===== src/rtl/mr3k_pkg.sv =====
`timescale 1ns / 1ps
// ----------------------------------------------------------------------------
// mr3k_pkg
// Shared types and constants of the MIPS I integer core: transaction
// payloads, register file write port, opcodes and fixed addresses.
// ----------------------------------------------------------------------------
package mr3k_pkg;

    typedef struct packed {
        logic        cmd;
        logic [31:0] instr_word;
        logic [31:0] read_data;
    } item_t;

    typedef struct packed {
        logic [31:0] fetch_addr;
        logic [1:0]  req_kind;
        logic [31:0] mem_addr;
        logic [1:0]  mem_size;
        logic [31:0] write_data;
        logic        exception_taken;
        logic [4:0]  exception_code;
        logic        illegal;
    } result_t;

    typedef struct packed {
        logic        en;
        logic [4:0]  addr;
        logic [31:0] data;
    } rf_wr_t;

    localparam logic [31:0] FILL_WORD  = 32'hFAAF_FAAF;
    localparam logic [31:0] BOOT_PC    = 32'hBFC0_0000;
    localparam logic [31:0] ROM_VECTOR = 32'hBFC0_0180;
    localparam logic [31:0] RAM_VECTOR = 32'h8000_0080;

    localparam int ISOLATE_POS = 16;
    localparam int BEV_POS     = 22;

    localparam logic CMD_INSTR = 1'b0;
    localparam logic CMD_DATA  = 1'b1;

    localparam logic [1:0] REQ_NONE  = 2'd0;
    localparam logic [1:0] REQ_READ  = 2'd1;
    localparam logic [1:0] REQ_WRITE = 2'd2;

    localparam logic [1:0] SIZE_BYTE = 2'd0;
    localparam logic [1:0] SIZE_HALF = 2'd1;
    localparam logic [1:0] SIZE_WORD = 2'd2;

    localparam logic [1:0] LD_LB  = 2'd0;
    localparam logic [1:0] LD_LBU = 2'd1;
    localparam logic [1:0] LD_LW  = 2'd2;

    localparam logic [4:0] EXC_ADEL = 5'd4;
    localparam logic [4:0] EXC_ADES = 5'd5;
    localparam logic [4:0] EXC_SYS  = 5'd8;
    localparam logic [4:0] EXC_OV   = 5'd12;

    localparam logic [5:0] OP_SPECIAL = 6'h00;
    localparam logic [5:0] OP_REGIMM  = 6'h01;
    localparam logic [5:0] OP_J       = 6'h02;
    localparam logic [5:0] OP_JAL     = 6'h03;
    localparam logic [5:0] OP_BEQ     = 6'h04;
    localparam logic [5:0] OP_BNE     = 6'h05;
    localparam logic [5:0] OP_BLEZ    = 6'h06;
    localparam logic [5:0] OP_BGTZ    = 6'h07;
    localparam logic [5:0] OP_ADDI    = 6'h08;
    localparam logic [5:0] OP_ADDIU   = 6'h09;
    localparam logic [5:0] OP_SLTI    = 6'h0A;
    localparam logic [5:0] OP_SLTIU   = 6'h0B;
    localparam logic [5:0] OP_ANDI    = 6'h0C;
    localparam logic [5:0] OP_ORI     = 6'h0D;
    localparam logic [5:0] OP_XORI    = 6'h0E;
    localparam logic [5:0] OP_LUI     = 6'h0F;
    localparam logic [5:0] OP_COP0    = 6'h10;
    localparam logic [5:0] OP_LB      = 6'h20;
    localparam logic [5:0] OP_LW      = 6'h23;
    localparam logic [5:0] OP_LBU     = 6'h24;
    localparam logic [5:0] OP_SB      = 6'h28;
    localparam logic [5:0] OP_SH      = 6'h29;
    localparam logic [5:0] OP_SW      = 6'h2B;

    localparam logic [5:0] FN_SLL     = 6'h00;
    localparam logic [5:0] FN_SRL     = 6'h02;
    localparam logic [5:0] FN_SRA     = 6'h03;
    localparam logic [5:0] FN_JR      = 6'h08;
    localparam logic [5:0] FN_JALR    = 6'h09;
    localparam logic [5:0] FN_SYSCALL = 6'h0C;
    localparam logic [5:0] FN_MFHI    = 6'h10;
    localparam logic [5:0] FN_MTHI    = 6'h11;
    localparam logic [5:0] FN_MFLO    = 6'h12;
    localparam logic [5:0] FN_MTLO    = 6'h13;
    localparam logic [5:0] FN_DIV     = 6'h1A;
    localparam logic [5:0] FN_DIVU    = 6'h1B;
    localparam logic [5:0] FN_ADD     = 6'h20;
    localparam logic [5:0] FN_ADDU    = 6'h21;
    localparam logic [5:0] FN_SUBU    = 6'h23;
    localparam logic [5:0] FN_AND     = 6'h24;
    localparam logic [5:0] FN_OR      = 6'h25;
    localparam logic [5:0] FN_XOR     = 6'h26;
    localparam logic [5:0] FN_NOR     = 6'h27;
    localparam logic [5:0] FN_SLT     = 6'h2A;
    localparam logic [5:0] FN_SLTU    = 6'h2B;
    localparam logic [5:0] FN_RFE     = 6'h10;

    localparam logic [4:0] RI_BLTZ    = 5'h00;
    localparam logic [4:0] RI_BGEZ    = 5'h01;
    localparam logic [4:0] RI_BLTZAL  = 5'h10;
    localparam logic [4:0] RI_BGEZAL  = 5'h11;

    localparam logic [4:0] CP_MF      = 5'h00;
    localparam logic [4:0] CP_MT      = 5'h04;
    localparam logic [4:0] CP_CO      = 5'h10;

    localparam logic [4:0] C0_STATUS  = 5'd12;
    localparam logic [4:0] C0_CAUSE   = 5'd13;
    localparam logic [4:0] C0_EPC     = 5'd14;

    localparam logic [4:0] LINK_REG   = 5'd31;

    function automatic logic c0_debug(input logic [4:0] r);
        return (r == 5'd3) || (r == 5'd5) || (r == 5'd6) || (r == 5'd7) ||
               (r == 5'd9) || (r == 5'd11);
    endfunction

endpackage


===== src/rtl/mr3k_regfile.sv =====
`timescale 1ns / 1ps
// ----------------------------------------------------------------------------
// mr3k_regfile
// 32 x 32 general register file: one write port, two registered read ports.
// Entries never written read as the fill word; entry zero reads as zero.
// ----------------------------------------------------------------------------
module mr3k_regfile (
    input  logic             clk,
    input  logic             rst_n,
    input  mr3k_pkg::rf_wr_t wr,
    input  logic [4:0]       raddr_a,
    input  logic [4:0]       raddr_b,
    output logic [31:0]      rdata_a,
    output logic [31:0]      rdata_b
);

    logic [31:0] mem [32];
    logic [31:0] written_reg;
    logic [31:0] data_a_reg;
    logic [31:0] data_b_reg;
    logic        ok_a_reg;
    logic        ok_b_reg;
    logic        zero_a_reg;
    logic        zero_b_reg;

    always_ff @(posedge clk)
    begin
        if (wr.en)
        begin
            mem[wr.addr] <= wr.data;
        end
        data_a_reg <= mem[raddr_a];
        data_b_reg <= mem[raddr_b];
    end

    always_ff @(posedge clk or negedge rst_n)
    begin
        if (!rst_n)
        begin
            written_reg <= '0;
            ok_a_reg    <= 1'b0;
            ok_b_reg    <= 1'b0;
            zero_a_reg  <= 1'b1;
            zero_b_reg  <= 1'b1;
        end
        else
        begin
            if (wr.en)
            begin
                written_reg[wr.addr] <= 1'b1;
            end
            ok_a_reg   <= written_reg[raddr_a];
            ok_b_reg   <= written_reg[raddr_b];
            zero_a_reg <= (raddr_a == 5'd0);
            zero_b_reg <= (raddr_b == 5'd0);
        end
    end

    assign rdata_a = zero_a_reg ? 32'd0 : (ok_a_reg ? data_a_reg : mr3k_pkg::FILL_WORD);
    assign rdata_b = zero_b_reg ? 32'd0 : (ok_b_reg ? data_b_reg : mr3k_pkg::FILL_WORD);

endmodule


===== src/rtl/mr3k_divider.sv =====
`timescale 1ns / 1ps
// ----------------------------------------------------------------------------
// mr3k_divider
// Restoring radix-2 divider, one quotient bit per cycle, signed or unsigned.
// Divisor must be nonzero; done pulses in the cycle after the last step.
// ----------------------------------------------------------------------------
module mr3k_divider (
    input  logic        clk,
    input  logic        rst_n,
    input  logic        start,
    input  logic        sgn,
    input  logic [31:0] dividend,
    input  logic [31:0] divisor,
    output logic        done,
    output logic [31:0] quotient,
    output logic [31:0] remainder
);

    logic [31:0] rem_reg;
    logic [31:0] quo_reg;
    logic [31:0] den_reg;
    logic [5:0]  cnt_reg;
    logic        busy_reg;
    logic        done_reg;
    logic        neg_q_reg;
    logic        neg_r_reg;
    logic [32:0] shifted;
    logic [33:0] diff;

    assign shifted = {rem_reg, quo_reg[31]};
    assign diff    = {1'b0, shifted} - {2'b00, den_reg};

    always_ff @(posedge clk or negedge rst_n)
    begin
        if (!rst_n)
        begin
            busy_reg <= 1'b0;
            done_reg <= 1'b0;
            cnt_reg  <= '0;
        end
        else
        begin
            done_reg <= 1'b0;
            if (start)
            begin
                busy_reg <= 1'b1;
                cnt_reg  <= 6'd32;
            end
            else if (busy_reg)
            begin
                cnt_reg <= cnt_reg - 6'd1;
                if (cnt_reg == 6'd1)
                begin
                    busy_reg <= 1'b0;
                    done_reg <= 1'b1;
                end
            end
        end
    end

    always_ff @(posedge clk)
    begin
        if (start)
        begin
            neg_q_reg <= sgn & (dividend[31] ^ divisor[31]);
            neg_r_reg <= sgn & dividend[31];
            quo_reg   <= (sgn & dividend[31]) ? (32'd0 - dividend) : dividend;
            den_reg   <= (sgn & divisor[31]) ? (32'd0 - divisor) : divisor;
            rem_reg   <= '0;
        end
        else if (busy_reg)
        begin
            if (!diff[33])
            begin
                rem_reg <= diff[31:0];
                quo_reg <= {quo_reg[30:0], 1'b1};
            end
            else
            begin
                rem_reg <= shifted[31:0];
                quo_reg <= {quo_reg[30:0], 1'b0};
            end
        end
    end

    assign done      = done_reg;
    assign quotient  = neg_q_reg ? (32'd0 - quo_reg) : quo_reg;
    assign remainder = neg_r_reg ? (32'd0 - rem_reg) : rem_reg;

endmodule


===== src/rtl/mips_r3000_integer_core.sv =====
`timescale 1ns / 1ps
// ----------------------------------------------------------------------------
// mips_r3000_integer_core
// MIPS I integer core, one instruction word or load return per transaction.
//
//   channel  | dir | handshake              | payload
//   ---------+-----+------------------------+---------------------
//   item     | in  | item_valid/item_stall  | mr3k_pkg::item_t
//   result   | out | result_valid/result_stall | mr3k_pkg::result_t
//
// Register operands come from a synchronous register file: accept, read,
// execute, then retire aged delayed loads one at a time (skipped after a
// load issue or a fetch address error), then the result. DIV/DIVU wait on
// the iterative divider first. Ignored transactions go straight to the result.
// Reset is asynchronous; no clearing pass (register file uses valid bits).
// A new item is accepted while the previous result waits on result_stall.
// ----------------------------------------------------------------------------
module mips_r3000_integer_core #(
    parameter int LOAD_SLOTS = 2
) (
    input  logic                clk,
    input  logic                rst_n,
    input  logic                item_valid,
    output logic                item_stall,
    input  mr3k_pkg::item_t     item,
    output logic                result_valid,
    input  logic                result_stall,
    output mr3k_pkg::result_t   result
);

    typedef enum logic [2:0] {
        ST_IDLE,
        ST_READ,
        ST_EXEC,
        ST_DIV,
        ST_AGE,
        ST_DONE
    } state_t;

    state_t              state_reg, state_next;
    mr3k_pkg::item_t     ir_reg, ir_next;
    mr3k_pkg::result_t   res_reg, res_next;
    mr3k_pkg::result_t   out_reg, out_next;
    logic                out_valid_reg, out_valid_next;

    logic [31:0] hi_reg, hi_next, lo_reg, lo_next;
    logic [31:0] pc_now_reg, pc_now_next, pc_after_reg, pc_after_next;
    logic [31:0] exec_pc_reg, exec_pc_next;
    logic        br_reg, br_next, dly_reg, dly_next;
    logic [31:0] status_reg, status_next, cause_reg, cause_next, epc_reg, epc_next;
    logic        wait_reg, wait_next;
    logic [1:0]  wait_kind_reg, wait_kind_next;
    logic [4:0]  wait_tgt_reg, wait_tgt_next;

    logic [4:0]  ld_tgt_reg  [LOAD_SLOTS];
    logic [31:0] ld_val_reg  [LOAD_SLOTS];
    logic        ld_age_reg  [LOAD_SLOTS];
    logic        ld_vld_reg  [LOAD_SLOTS];
    logic [4:0]  ld_tgt_next [LOAD_SLOTS];
    logic [31:0] ld_val_next [LOAD_SLOTS];
    logic        ld_age_next [LOAD_SLOTS];
    logic        ld_vld_next [LOAD_SLOTS];

    mr3k_pkg::rf_wr_t rf_wr;
    logic [31:0]      rf_a, rf_b;
    logic             div_start, div_sgn, div_done;
    logic [31:0]      div_q, div_r;

    mr3k_regfile u_rf (
        .clk     (clk),
        .rst_n   (rst_n),
        .wr      (rf_wr),
        .raddr_a (ir_reg.instr_word[25:21]),
        .raddr_b (ir_reg.instr_word[20:16]),
        .rdata_a (rf_a),
        .rdata_b (rf_b)
    );

    mr3k_divider u_div (
        .clk       (clk),
        .rst_n     (rst_n),
        .start     (div_start),
        .sgn       (div_sgn),
        .dividend  (rf_a),
        .divisor   (rf_b),
        .done      (div_done),
        .quotient  (div_q),
        .remainder (div_r)
    );

    assign item_stall   = (state_reg != ST_IDLE);
    assign result_valid = out_valid_reg;
    assign result       = out_reg;

    always_comb
    begin
        logic [31:0] w, imm, immz, a, b, pcn, btgt, jtgt, ea, link, vec, sum;
        logic [5:0]  op, fn;
        logic [4:0]  rs, rt, rd, sh;
        logic        iso, ex_en, br_en, wr_en, push_en, ld_go, ages, found;
        logic [4:0]  ex_code, wr_addr, push_tgt;
        logic [31:0] br_tgt, wr_data, push_val, dv;

        w = ir_reg.instr_word;
        op = w[31:26]; rs = w[25:21]; rt = w[20:16]; rd = w[15:11];
        sh = w[10:6]; fn = w[5:0];
        immz = {16'd0, w[15:0]};
        imm  = {{16{w[15]}}, w[15:0]};
        a = rf_a; b = rf_b;
        pcn  = pc_after_reg;
        btgt = pcn + {imm[29:0], 2'b00};
        jtgt = {pcn[31:28], w[25:0], 2'b00};
        link = pcn + 32'd4;
        ea   = a + imm;
        sum  = 32'd0;
        iso  = status_reg[mr3k_pkg::ISOLATE_POS];
        vec  = status_reg[mr3k_pkg::BEV_POS] ? mr3k_pkg::ROM_VECTOR : mr3k_pkg::RAM_VECTOR;
        ex_en = 1'b0; ex_code = '0; br_en = 1'b0; br_tgt = '0;
        wr_en = 1'b0; wr_addr = '0; wr_data = '0;
        push_en = 1'b0; push_tgt = '0; push_val = '0;
        ld_go = 1'b0; ages = 1'b1; found = 1'b0; dv = '0;

        state_next     = state_reg;
        ir_next        = ir_reg;
        res_next       = res_reg;
        out_next       = out_reg;
        out_valid_next = out_valid_reg;
        hi_next = hi_reg; lo_next = lo_reg;
        pc_now_next = pc_now_reg; pc_after_next = pc_after_reg;
        exec_pc_next = exec_pc_reg; br_next = br_reg; dly_next = dly_reg;
        status_next = status_reg; cause_next = cause_reg; epc_next = epc_reg;
        wait_next = wait_reg; wait_kind_next = wait_kind_reg; wait_tgt_next = wait_tgt_reg;
        for (int i = 0; i < LOAD_SLOTS; i++)
        begin
            ld_tgt_next[i] = ld_tgt_reg[i];
            ld_val_next[i] = ld_val_reg[i];
            ld_age_next[i] = ld_age_reg[i];
            ld_vld_next[i] = ld_vld_reg[i];
        end
        rf_wr     = '0;
        div_start = 1'b0;
        div_sgn   = (fn == mr3k_pkg::FN_DIV);

        if (out_valid_reg && !result_stall)
        begin
            out_valid_next = 1'b0;
        end

        unique case (state_reg)
            ST_IDLE:
            begin
                if (item_valid)
                begin
                    ir_next  = item;
                    res_next = '0;
                    if ((item.cmd == mr3k_pkg::CMD_INSTR && !wait_reg) ||
                        (item.cmd == mr3k_pkg::CMD_DATA && wait_reg))
                    begin
                        state_next = ST_READ;
                    end
                    else
                    begin
                        state_next = ST_DONE;
                    end
                end
            end

            ST_READ:
            begin
                state_next = ST_EXEC;
            end

            ST_EXEC:
            begin
                if (ir_reg.cmd == mr3k_pkg::CMD_DATA)
                begin
                    unique case (wait_kind_reg)
                        mr3k_pkg::LD_LW:  dv = ir_reg.read_data;
                        mr3k_pkg::LD_LBU: dv = {24'd0, ir_reg.read_data[7:0]};
                        default:          dv = {{24{ir_reg.read_data[7]}},
                                                ir_reg.read_data[7:0]};
                    endcase
                    push_en = 1'b1; push_tgt = wait_tgt_reg; push_val = dv;
                    wait_next = 1'b0; wait_kind_next = '0; wait_tgt_next = '0;
                end
                else
                begin
                    exec_pc_next = pc_now_reg;
                    dly_next     = br_reg;
                    br_next      = 1'b0;
                    if (pc_now_reg[1:0] != 2'b00)
                    begin
                        ex_en = 1'b1; ex_code = mr3k_pkg::EXC_ADEL; ages = 1'b0;
                    end
                    else
                    begin
                        pc_now_next   = pcn;
                        pc_after_next = pc_after_reg + 32'd4;
                        unique case (op)
                            mr3k_pkg::OP_SPECIAL:
                            begin
                                unique case (fn)
                                    mr3k_pkg::FN_SLL:
                                    begin wr_en = 1'b1; wr_addr = rd; wr_data = b << sh; end
                                    mr3k_pkg::FN_SRL:
                                    begin wr_en = 1'b1; wr_addr = rd; wr_data = b >> sh; end
                                    mr3k_pkg::FN_SRA:
                                    begin
                                        wr_en = 1'b1; wr_addr = rd;
                                        wr_data = $unsigned($signed(b) >>> sh);
                                    end
                                    mr3k_pkg::FN_JR:
                                    begin br_en = 1'b1; br_tgt = a; end
                                    mr3k_pkg::FN_JALR:
                                    begin
                                        wr_en = 1'b1; wr_addr = rd; wr_data = link;
                                        br_en = 1'b1; br_tgt = a;
                                    end
                                    mr3k_pkg::FN_SYSCALL:
                                    begin ex_en = 1'b1; ex_code = mr3k_pkg::EXC_SYS; end
                                    mr3k_pkg::FN_MFHI:
                                    begin wr_en = 1'b1; wr_addr = rd; wr_data = hi_reg; end
                                    mr3k_pkg::FN_MTHI: hi_next = a;
                                    mr3k_pkg::FN_MFLO:
                                    begin wr_en = 1'b1; wr_addr = rd; wr_data = lo_reg; end
                                    mr3k_pkg::FN_MTLO: lo_next = a;
                                    mr3k_pkg::FN_DIV, mr3k_pkg::FN_DIVU:
                                    begin
                                        if (b == 32'd0)
                                        begin
                                            hi_next = a;
                                            lo_next = (div_sgn && a[31]) ? 32'd1 : 32'hFFFF_FFFF;
                                        end
                                        else
                                        begin
                                            div_start = 1'b1;
                                        end
                                    end
                                    mr3k_pkg::FN_ADD:
                                    begin
                                        sum = a + b;
                                        if (~(a[31] ^ b[31]) & (a[31] ^ sum[31]))
                                        begin
                                            ex_en = 1'b1; ex_code = mr3k_pkg::EXC_OV;
                                        end
                                        else
                                        begin
                                            wr_en = 1'b1; wr_addr = rd; wr_data = sum;
                                        end
                                    end
                                    mr3k_pkg::FN_ADDU:
                                    begin wr_en = 1'b1; wr_addr = rd; wr_data = a + b; end
                                    mr3k_pkg::FN_SUBU:
                                    begin wr_en = 1'b1; wr_addr = rd; wr_data = a - b; end
                                    mr3k_pkg::FN_AND:
                                    begin wr_en = 1'b1; wr_addr = rd; wr_data = a & b; end
                                    mr3k_pkg::FN_OR:
                                    begin wr_en = 1'b1; wr_addr = rd; wr_data = a | b; end
                                    mr3k_pkg::FN_XOR:
                                    begin wr_en = 1'b1; wr_addr = rd; wr_data = a ^ b; end
                                    mr3k_pkg::FN_NOR:
                                    begin wr_en = 1'b1; wr_addr = rd; wr_data = ~(a | b); end
                                    mr3k_pkg::FN_SLT:
                                    begin
                                        wr_en = 1'b1; wr_addr = rd;
                                        wr_data = {31'd0, $signed(a) < $signed(b)};
                                    end
                                    mr3k_pkg::FN_SLTU:
                                    begin
                                        wr_en = 1'b1; wr_addr = rd; wr_data = {31'd0, a < b};
                                    end
                                    default: res_next.illegal = 1'b1;
                                endcase
                            end
                            mr3k_pkg::OP_REGIMM:
                            begin
                                if (rt == mr3k_pkg::RI_BLTZ || rt == mr3k_pkg::RI_BGEZ ||
                                    rt == mr3k_pkg::RI_BLTZAL || rt == mr3k_pkg::RI_BGEZAL)
                                begin
                                    if (rt[4])
                                    begin
                                        wr_en = 1'b1; wr_addr = mr3k_pkg::LINK_REG;
                                        wr_data = link;
                                    end
                                    if (rt[0] ? !a[31] : a[31])
                                    begin
                                        br_en = 1'b1; br_tgt = btgt;
                                    end
                                end
                                else
                                begin
                                    res_next.illegal = 1'b1;
                                end
                            end
                            mr3k_pkg::OP_J:
                            begin br_en = 1'b1; br_tgt = jtgt; end
                            mr3k_pkg::OP_JAL:
                            begin
                                wr_en = 1'b1; wr_addr = mr3k_pkg::LINK_REG; wr_data = link;
                                br_en = 1'b1; br_tgt = jtgt;
                            end
                            mr3k_pkg::OP_BEQ:
                            begin br_en = (a == b); br_tgt = btgt; end
                            mr3k_pkg::OP_BNE:
                            begin br_en = (a != b); br_tgt = btgt; end
                            mr3k_pkg::OP_BLEZ:
                            begin br_en = a[31] || (a == 32'd0); br_tgt = btgt; end
                            mr3k_pkg::OP_BGTZ:
                            begin br_en = !a[31] && (a != 32'd0); br_tgt = btgt; end
                            mr3k_pkg::OP_ADDI:
                            begin
                                sum = a + imm;
                                if (~(a[31] ^ imm[31]) & (a[31] ^ sum[31]))
                                begin
                                    ex_en = 1'b1; ex_code = mr3k_pkg::EXC_OV;
                                end
                                else
                                begin
                                    wr_en = 1'b1; wr_addr = rt; wr_data = sum;
                                end
                            end
                            mr3k_pkg::OP_ADDIU:
                            begin wr_en = 1'b1; wr_addr = rt; wr_data = a + imm; end
                            mr3k_pkg::OP_SLTI:
                            begin
                                wr_en = 1'b1; wr_addr = rt;
                                wr_data = {31'd0, $signed(a) < $signed(imm)};
                            end
                            mr3k_pkg::OP_SLTIU:
                            begin wr_en = 1'b1; wr_addr = rt; wr_data = {31'd0, a < imm}; end
                            mr3k_pkg::OP_ANDI:
                            begin wr_en = 1'b1; wr_addr = rt; wr_data = a & immz; end
                            mr3k_pkg::OP_ORI:
                            begin wr_en = 1'b1; wr_addr = rt; wr_data = a | immz; end
                            mr3k_pkg::OP_XORI:
                            begin wr_en = 1'b1; wr_addr = rt; wr_data = a ^ immz; end
                            mr3k_pkg::OP_LUI:
                            begin wr_en = 1'b1; wr_addr = rt; wr_data = {w[15:0], 16'd0}; end
                            mr3k_pkg::OP_COP0:
                            begin
                                if (rs == mr3k_pkg::CP_MF)
                                begin
                                    push_tgt = rt;
                                    push_en  = 1'b1;
                                    if (rd == mr3k_pkg::C0_STATUS) push_val = status_reg;
                                    else if (rd == mr3k_pkg::C0_CAUSE) push_val = cause_reg;
                                    else if (rd == mr3k_pkg::C0_EPC) push_val = epc_reg;
                                    else if (mr3k_pkg::c0_debug(rd)) push_val = '0;
                                    else
                                    begin
                                        push_en = 1'b0; res_next.illegal = 1'b1;
                                    end
                                end
                                else if (rs == mr3k_pkg::CP_MT)
                                begin
                                    if (rd == mr3k_pkg::C0_STATUS) status_next = b;
                                    else if (rd == mr3k_pkg::C0_CAUSE) cause_next = b;
                                    else if (rd == mr3k_pkg::C0_EPC) epc_next = b;
                                    else if (!mr3k_pkg::c0_debug(rd)) res_next.illegal = 1'b1;
                                end
                                else if (rs == mr3k_pkg::CP_CO && fn == mr3k_pkg::FN_RFE)
                                begin
                                    status_next = {status_reg[31:4], status_reg[5:2]};
                                end
                                else
                                begin
                                    res_next.illegal = 1'b1;
                                end
                            end
                            mr3k_pkg::OP_LB, mr3k_pkg::OP_LBU:
                            begin
                                if (!iso)
                                begin
                                    ld_go = 1'b1;
                                    res_next.req_kind = mr3k_pkg::REQ_READ;
                                    res_next.mem_addr = ea;
                                    res_next.mem_size = mr3k_pkg::SIZE_BYTE;
                                    wait_kind_next = (op == mr3k_pkg::OP_LBU) ?
                                                     mr3k_pkg::LD_LBU : mr3k_pkg::LD_LB;
                                end
                            end
                            mr3k_pkg::OP_LW:
                            begin
                                if (!iso)
                                begin
                                    if (ea[1:0] != 2'b00)
                                    begin
                                        ex_en = 1'b1; ex_code = mr3k_pkg::EXC_ADEL;
                                    end
                                    else
                                    begin
                                        ld_go = 1'b1;
                                        res_next.req_kind = mr3k_pkg::REQ_READ;
                                        res_next.mem_addr = ea;
                                        res_next.mem_size = mr3k_pkg::SIZE_WORD;
                                        wait_kind_next = mr3k_pkg::LD_LW;
                                    end
                                end
                            end
                            mr3k_pkg::OP_SB:
                            begin
                                if (!iso)
                                begin
                                    res_next.req_kind   = mr3k_pkg::REQ_WRITE;
                                    res_next.mem_addr   = ea;
                                    res_next.mem_size   = mr3k_pkg::SIZE_BYTE;
                                    res_next.write_data = {24'd0, b[7:0]};
                                end
                            end
                            mr3k_pkg::OP_SH:
                            begin
                                if (!iso)
                                begin
                                    if (ea[0])
                                    begin
                                        ex_en = 1'b1; ex_code = mr3k_pkg::EXC_ADES;
                                    end
                                    else
                                    begin
                                        res_next.req_kind   = mr3k_pkg::REQ_WRITE;
                                        res_next.mem_addr   = ea;
                                        res_next.mem_size   = mr3k_pkg::SIZE_HALF;
                                        res_next.write_data = {16'd0, b[15:0]};
                                    end
                                end
                            end
                            mr3k_pkg::OP_SW:
                            begin
                                if (!iso)
                                begin
                                    if (ea[1:0] != 2'b00)
                                    begin
                                        ex_en = 1'b1; ex_code = mr3k_pkg::EXC_ADES;
                                    end
                                    else
                                    begin
                                        res_next.req_kind   = mr3k_pkg::REQ_WRITE;
                                        res_next.mem_addr   = ea;
                                        res_next.mem_size   = mr3k_pkg::SIZE_WORD;
                                        res_next.write_data = b;
                                    end
                                end
                            end
                            default: res_next.illegal = 1'b1;
                        endcase
                        if (ld_go)
                        begin
                            wait_next = 1'b1; wait_tgt_next = rt; ages = 1'b0;
                        end
                        if (br_en)
                        begin
                            pc_after_next = br_tgt; br_next = 1'b1;
                        end
                    end
                    if (ex_en)
                    begin
                        status_next = {status_reg[31:6], status_reg[3:0], 2'b00};
                        cause_next  = {br_reg, 24'd0, ex_code, 2'b00};
                        epc_next    = br_reg ? (pc_now_reg - 32'd4) : pc_now_reg;
                        pc_now_next   = vec;
                        pc_after_next = vec + 32'd4;
                        res_next.exception_taken = 1'b1;
                        res_next.exception_code  = ex_code;
                    end
                end

                // a register write cancels a pending load to the same target
                if (wr_en)
                begin
                    for (int i = 0; i < LOAD_SLOTS; i++)
                    begin
                        if (ld_vld_reg[i] && !ld_age_reg[i] && ld_tgt_reg[i] == wr_addr)
                        begin
                            ld_vld_next[i] = 1'b0;
                        end
                    end
                    rf_wr.en   = (wr_addr != 5'd0);
                    rf_wr.addr = wr_addr;
                    rf_wr.data = wr_data;
                end
                if (push_en)
                begin
                    for (int i = 0; i < LOAD_SLOTS; i++)
                    begin
                        if (!found && !ld_vld_reg[i])
                        begin
                            found = 1'b1;
                            ld_vld_next[i] = 1'b1;
                            ld_tgt_next[i] = push_tgt;
                            ld_val_next[i] = push_val;
                            ld_age_next[i] = 1'b1;
                        end
                    end
                end
                if (div_start)
                    state_next = ST_DIV;
                else if (ages)
                    state_next = ST_AGE;
                else
                    state_next = ST_DONE;
            end

            ST_DIV:
            begin
                if (div_done)
                begin
                    hi_next    = div_r;
                    lo_next    = div_q;
                    state_next = ST_AGE;
                end
            end

            ST_AGE:
            begin
                // retire one aged load per cycle, then age the rest
                for (int i = 0; i < LOAD_SLOTS; i++)
                begin
                    if (!found && ld_vld_reg[i] && !ld_age_reg[i])
                    begin
                        found = 1'b1;
                        ld_vld_next[i] = 1'b0;
                        rf_wr.en   = (ld_tgt_reg[i] != 5'd0);
                        rf_wr.addr = ld_tgt_reg[i];
                        rf_wr.data = ld_val_reg[i];
                        wr_addr    = ld_tgt_reg[i];
                    end
                end
                if (found)
                begin
                    for (int i = 0; i < LOAD_SLOTS; i++)
                    begin
                        if (ld_vld_reg[i] && !ld_age_reg[i] && ld_tgt_reg[i] == wr_addr)
                        begin
                            ld_vld_next[i] = 1'b0;
                        end
                    end
                end
                else
                begin
                    for (int i = 0; i < LOAD_SLOTS; i++)
                    begin
                        if (ld_vld_reg[i])
                        begin
                            ld_age_next[i] = 1'b0;
                        end
                    end
                    state_next = ST_DONE;
                end
            end

            ST_DONE:
            begin
                if (!out_valid_reg || !result_stall)
                begin
                    out_next            = res_reg;
                    out_next.fetch_addr = pc_now_reg;
                    out_valid_next      = 1'b1;
                    state_next          = ST_IDLE;
                end
            end

            default: state_next = ST_IDLE;
        endcase
    end

    always_ff @(posedge clk or negedge rst_n)
    begin
        if (!rst_n)
        begin
            state_reg     <= ST_IDLE;
            out_valid_reg <= 1'b0;
            hi_reg        <= mr3k_pkg::FILL_WORD;
            lo_reg        <= mr3k_pkg::FILL_WORD;
            pc_now_reg    <= mr3k_pkg::BOOT_PC;
            pc_after_reg  <= mr3k_pkg::BOOT_PC + 32'd4;
            exec_pc_reg   <= mr3k_pkg::BOOT_PC;
            br_reg        <= 1'b0;
            dly_reg       <= 1'b0;
            status_reg    <= '0;
            cause_reg     <= '0;
            epc_reg       <= '0;
            wait_reg      <= 1'b0;
            wait_kind_reg <= '0;
            wait_tgt_reg  <= '0;
            for (int i = 0; i < LOAD_SLOTS; i++)
            begin
                ld_tgt_reg[i] <= '0;
                ld_val_reg[i] <= '0;
                ld_age_reg[i] <= 1'b0;
                ld_vld_reg[i] <= 1'b0;
            end
        end
        else
        begin
            state_reg     <= state_next;
            out_valid_reg <= out_valid_next;
            hi_reg        <= hi_next;
            lo_reg        <= lo_next;
            pc_now_reg    <= pc_now_next;
            pc_after_reg  <= pc_after_next;
            exec_pc_reg   <= exec_pc_next;
            br_reg        <= br_next;
            dly_reg       <= dly_next;
            status_reg    <= status_next;
            cause_reg     <= cause_next;
            epc_reg       <= epc_next;
            wait_reg      <= wait_next;
            wait_kind_reg <= wait_kind_next;
            wait_tgt_reg  <= wait_tgt_next;
            for (int i = 0; i < LOAD_SLOTS; i++)
            begin
                ld_tgt_reg[i] <= ld_tgt_next[i];
                ld_val_reg[i] <= ld_val_next[i];
                ld_age_reg[i] <= ld_age_next[i];
                ld_vld_reg[i] <= ld_vld_next[i];
            end
        end
    end

    always_ff @(posedge clk)
    begin
        ir_reg  <= ir_next;
        res_reg <= res_next;
        out_reg <= out_next;
    end

endmodule

===== config.mk =====
export PLATFORM = sky130hd
export DESIGN_NAME = mips_r3000_integer_core
export DESIGN_NICKNAME = d
export VERILOG_FILES = /design/src/rtl/mr3k_pkg.sv /design/src/rtl/mr3k_regfile.sv /design/src/rtl/mr3k_divider.sv /design/src/rtl/mips_r3000_integer_core.sv
export SDC_FILE = /design/constraint.sdc
export NUM_CORES = 2
export LEC_CHECK = 0
export BUFFER_PORTS_ARGS = -buffer_cell sky130_fd_sc_hd__buf_4
export CAP_MARGIN = 20
export CORE_MARGIN = 5
export CORE_UTILIZATION = 58
export DETAILED_ROUTE_END_ITERATION = 10
export GPL_TIMING_DRIVEN = 0
export PLACE_DENSITY = 0.73
export SLEW_MARGIN = 20
export SYNTH_ARGS = -nofsm -noshare
export SYNTH_HDL_FRONTEND = slang
export SYNTH_SLANG_ARGS = --single-unit

===== constraint.sdc =====
create_clock -name clk -period 7.95 [get_ports clk]
set_input_delay 0.3975 -clock clk [delete_from_list [all_inputs] [get_ports clk]]
set_output_delay 0.3975 -clock clk [all_outputs]
set_load 0.02 [all_outputs]

==> impl_results.md, run 1 <==
- Cell count after synthesis: 7742
- CTS buffer count: 178
- Worst Endpoint after GRT Repair: u_rf.mem[16][22]$_DFFE_PP_/DE
- Yosys cell types: 96
- GRT Total Usage: 80.2%
- Port Buffer Count: 175
- Chip width: 423 um
- Sequential-to-total area share from yosys stat: 51.6%
- Worst endpoint type: register input
- Synth async-reset ratio: 20.1%
- Largest net degree at the start of global routing: 107
- Num rows: 151
- Simple logic cell fraction of the synthesized area: 8.08%
- Stopping stage: 5_1_grt
- Average size of a mapped cell: 12.8 um^2
- Gr ovfl total: 458
- #FFs+latches synth: 1788
- Placement Cell Area: 0.107 mm^2
- Detailed Place HPWL: 390000 um
- Clock root buffer: clkbuf_16
- Initial Util: 58.4%
- Synth Warn #: 0
- Post-synth EDFFs: 1333
- Status: stopped before the end
- Mux cell area share after synthesis: 19.1%
- Largest family of logic cells by synthesized area: multiplexers
- Post-Synth XOR/XNOR Area: 2.73%
- Clk sink count: 1788
- GPL Wtd Cong: 1.10
- H-tree levels: 4
- Compound-Gate Fraction of Synth Area: 12.1%
- Longest Clk Path Bufs: 3
- Synth Area in Adders: 3.31%
- Error msg: [ERROR GRT-0232] Routing congestion too high. Check the congestion heatmap in the GUI.
- Cell Area, Synth: 0.0989 mm^2
- Die Y: 423 um
- Synth Flop Type: edfxtp_1
- Num ports: 178
## stage by stage
step	TNS [ps]	util, %	std cells	setup slack, ps	hold WS (ps)
global placement	-9814170	60.9	10168	-6230	402
CTS	-1.84	67.5	10837	-1.84	86.1
detailed placement	-4867560	62.9	10351	-3210	403
floorplan	0	-	7775	477	102
## Yosys cell counts (29+ instances only)
master    count  area share [%]
inv_1       233            0.88
edfxtp_1   1333              40
a21oi_1     472             2.4
nand2_1     579             2.2
and3_1       30            0.19
clkbuf_1    462             1.8
a221oi_1     70            0.62
a31oi_1      52            0.33
xor2_1      113             1.0
or2_2        43            0.27
mux2_2      159             1.8
a211oi_1     63            0.48
o221ai_1     37            0.33
a22oi_1      66            0.50
o21a_1       29            0.22
nor2b_1      43            0.27
o211ai_1     40            0.30
nor2_1      615             2.3
a221o_1      30            0.30
a21o_1       69            0.52
nand3_1      73            0.37
nand2b_1     40            0.25
a222oi_1     36            0.36
buf_1        84            0.32
or3_1        45            0.28
xnor2_1     195             1.7
nor4_1       40            0.25
dfrtp_1     290             7.3
mux2i_1     109             1.1
o21ai_0     451             2.3
dfstp_2      69             1.8
o22ai_1      53            0.34
a211o_1      42            0.37
mux4_2      709              16
o21bai_1     56            0.43
o31ai_1      77            0.58
nor3_1      120            0.61
ha_1        253             3.2
dfxtp_1      96             1.9
## timing repair
action                     in CTS
pin swaps                      22
setup endpoints to repair    2252
hold buffers                   67
gates cloned                    1
hold endpoints to repair      140
buffers inserted               95
resized for setup             105
## per-layer routing
layer / GRT overflow / track usage [%]
met5: 7 / 53.4
met4: 144 / 73.4
met3: 74 / 71.1
met2: 177 / 91.3
met1: 56 / 81.9
## cells by family after synthesis
kind of cell	after synthesis
buffers and inverters	815
xor gates and xnor gates	308
AOI/OAI and AO/OA	1835
and+or+nand+nor	1758
DFF	1788
other	1
muxes	978
adders and majority gates	259
==> run 2, diff against run 1 <==
--- a/config.mk
+++ b/config.mk
@@ -8,10 +8,10 @@
 export BUFFER_PORTS_ARGS = -buffer_cell sky130_fd_sc_hd__buf_4
 export CAP_MARGIN = 20
 export CORE_MARGIN = 5
-export CORE_UTILIZATION = 58
+export CORE_UTILIZATION = 40
 export DETAILED_ROUTE_END_ITERATION = 10
 export GPL_TIMING_DRIVEN = 0
-export PLACE_DENSITY = 0.73
+export PLACE_DENSITY_LB_ADDON = 0.15
 export SLEW_MARGIN = 20
 export SYNTH_ARGS = -nofsm -noshare
 export SYNTH_HDL_FRONTEND = slang
==> constraint.sdc (replaced) <==
create_clock -name clk -period 10.34 [get_ports clk]
set_input_delay 0.517 -clock clk [delete_from_list [all_inputs] [get_ports clk]]
set_output_delay 0.517 -clock clk [all_outputs]
set_load 0.02 [all_outputs]
==> run 2 against run 1 <==
  * The flow now finishes, with violations (negative setup slack)
  * Synthesized area stayed put
  * Synthesized cell count stayed put
==> impl_results.md, run 2 <==
- Chip width: 507 um (+20%)
- CTS tree: built
- Top cell type's share of synthesized area: 40.5% (unchanged)
- GRT Total Usage: 37.5%
- Grt met1 use: 48.2%
- CP arrival: 11110 ps
- WP buf/inv: 6
- Reg2reg path depth: 19
- Placement Cell Area: 0.109 mm^2 (+2.0%)
- Final hold vios: 0
- Reg power frac: 35.9%
- Vias in the first global route: 75587
- Post-route cell area: 0.116 mm^2
- Compound-Gate Fraction of Synth Area: 12.1% (unchanged)
- HP Class: input pin to asynchronous set/reset pin
- Post-synth EDFFs: 1333 (unchanged)
- Slowest cell on the critical path: clkinv_1
- Die ar.: 0.257 mm^2
- Count of pins over their slew limit: 0
- Initial drt markers: 10871
- Final nets: 8765
- Crit path cell chain: nor2b_1, clkbuf_1, nand2_1, clkinv_1, ha_1, a2111oi_0, o31a_1, o31a_1, a211o_1, a21o_1, a31oi_2, buf_6, nor2_1, clkbuf_1, clkbuf_2, o21ai_0, a211oi_1, o22ai_4, buf_12
- First-pass detailed-route iteration total: 9
- Detail Route Antenna Nets: 0
- Levels on crit path: 19
- Routed len/inst: 41.7 um
- Port Buffer Count: 175 (unchanged)
- Measured slew at the worst slew-check pin: 1310 ps
- Die Y: 507 um (+20%)
- Met3 Use GR: 8.45%
- Max-slew headroom: 11.6%
- Cell Area, Synth: 0.0989 mm^2 (unchanged)
- Routed vias: 78240
- Most frequent cells in the layout: edfxtp_1 (1333), mux4_2 (709), nor2_1 (594)
- Net Sw Frac: 40.0%
- Slowest stage delay, CP: 1060 ps
- Initial antenna violation count: 55
- Clock network power share: 26.4%
- Routed wire length: 495000 um
- Synth Area in Adders: 3.31% (unchanged)
- Worst-Skew Late Latency: 900 ps
- Num rows: 182 (+21%)
- First-pass GRT wire length: 658000 um
- Failing checks: negative setup slack
- Yosys cell types: 96 (unchanged)
- Gr busiest metal: met2
- Synth Flop Type: edfxtp_1
- Clock-pin slew on the worst setup and hold paths: 60 ps
- Final Setup Violations: 32
- Leakage: 40.9 nW
- Most numerous cell in the Yosys netlist: edfxtp_1
- Fraction of layout cells with a size suffix above 1: 22.7%
- Gr ovfl total: 0
- Simple logic cell fraction of the synthesized area: 8.08% (unchanged)
- Synth async-reset ratio: 20.1% (unchanged)
- Crit share post-route: 102%
- Fin Setup TNS: -5660 ps
- H-tree levels: 4 (unchanged)
- Average size of a mapped cell: 12.8 um^2 (unchanged)
- Register area: 0.0510 mm^2
- Detailed Place HPWL: 390000 um (about the same)
- Worst VDD drop: 0.187 mV
- Synth Warn #: 0 (unchanged)
- Sequential-to-total area share from yosys stat: 51.6% (unchanged)
- Synthesis-to-finish area growth: 17.3%
- Combinational fraction of design power: 37.7%
- Max-cap violation count: 0
- CP Class: flip-flop to flip-flop
- Crit. End Element: flip-flop
- #FFs+latches synth: 1788 (unchanged)
- Internal power: 16.0 mW
- CP startpoint kind: flip-flop
- Area of the multi-input gates: 0.0459 mm^2
- Clk sink count: 1788 (unchanged)
- Largest family of logic cells by synthesized area: multiplexers
- Clock root buffer: clkbuf_16
- Overall power: 26.7 mW
- Worst Path Required: 10890 ps
- PnR worst setup slack: -225 ps
- Cell class contributing the biggest share of worst-path delay: compound AO/OA/AOI/OAI gates
- Largest net degree at the start of global routing: 95
- CTS buffer count: 194 (+9.0%)
- Filler cell count: 21999
- WHS: 162 ps
- Post-Synth XOR/XNOR Area: 2.73% (unchanged)
- CP max FO: 32
- GPL Wtd Cong: 1.05 (-4.8%)
- Number of vias per cell: 6.60
- Biggest area consumer among synthesized cells: edfxtp_1
- Longest Clk Path Bufs: 3 (unchanged)
- DR DRC count: 0
- Status: complete, but fails checks
- Met2 GRT Util: 57.9%
- RSZ-0062 raised after global routing: false
- Max FFs per register: 1024
- Clock Skew: 97.8 ps
- Synth top area cells: edfxtp_1 (40%), mux4_2 (16%), dfrtp_1 (7.3%)
- Setup Slack @ Placement: -401 ps (+2800 ps)
- Cell count after synthesis: 7742 (unchanged)
- Initial Util: 40.2% (-18 points)
- Maximum clock frequency: 0.0947 GHz
- Most common cell after layout, fill and taps aside: edfxtp_1
- Most instantiated cells after synthesis: edfxtp_1 (1333), mux4_2 (709), nor2_1 (615), nand2_1 (579), a21oi_1 (472)
- Num ports: 178 (unchanged)
- PwrDens: 230 mW/mm^2
- CORE AREA: 0.246 mm^2
- P_sw: 10.7 mW
- Minimum clock period: 10570 ps
- Mux cell area share after synthesis: 19.1% (unchanged)
[run 2: path summary, 6_finish.rpt]
kind	start	to	slack, ps
min	rst_n	u_rf.written_reg[8]	160
min reg2reg	res_reg[6]	result[6]	410
max in group asynchronous	rst_n	pc_now_reg[24]	8440
max reg2reg	u_rf.ok_b_reg	u_rf.mem[18][6]	-230
min in group clk	item_valid	state_reg[1]	290
max	u_rf.ok_b_reg	u_rf.mem[18][6]	-230
[run 2: logic make-up (layout without fill, tap and decap cells)]
logic type,count (synthesis),in the layout
xor+xnor,308,308
compound gates,1835,1835
simple gates,1758,1758
buf+inv,815,1642
other cells,1,73
fa+ha+maj,259,259
flops,1788,1788
mux,978,978
[run 2: per-layer routing]
layer  vias up  part of all wire, %
li1      31593                    -
met1     40843                   39
met2      4665                   45
met3      1115                  9.0
met4        24                  7.4
met5         -                0.031
[run 2: what timing repair did]
action	4_1_cts	5_1_grt
resized for setup	2	0
endpoints found under the setup margin	68	0
hold endpoints to repair	157	0
hold buffers	67	0
buffers inserted	0	0
[run 2: stage by stage]
stage | utilization (%) | instances
after floorplan | - | 7775
after global placement | 42.4 | 11170
after detailed placement | 44.2 | 11390
after CTS | 47.1 | 11816
after global routing | 47.1 | 11824
final | 47.2 | 11861
[run 2: worst register-to-register path, stage by stage (launching register included)]
cell	delay, ps
dfrtp_1	580
nor2b_1	250
clkbuf_1	360
nand2_1	1030
clkinv_1	1060
ha_1	600
a2111oi_0	690
o31a_1	440
o31a_1	290
a211o_1	370
a21o_1	210
a31oi_2	190
buf_6	220
nor2_1	550
clkbuf_1	740
clkbuf_2	760
o21ai_0	610
a211oi_1	840
o22ai_4	180
buf_12	200
[run 2: power by group through the flow]
stage	clock network [mW]	logic (mW)	registers, mW
2_1_floorplan	0	5.28	9.34
3_3_place_gp	0	9.25	9.75
3_5_place_dp	0	9.69	9.67
4_1_cts	7.12	9.76	9.53
5_1_grt	7.40	10.3	9.61
6_report	7.03	10.1	9.57
[run 2: area by class of cell]
type / instances / share of cell area (%)
Timing Repair Buffer: 468 / 4.62
Sequential cell: 1788 / 44.0
Buffer: 568 / 2.02
Tap cell: 3220 / 3.47
Multi-Input combinational cell: 5172 / 39.5
Inverter: 246 / 0.796
Antenna cell: 39 / 0.0841
Clock inverter: 111 / 1.06
Clock buffer: 249 / 4.42
Note: power is estimated with default switching activity, not from simulation.
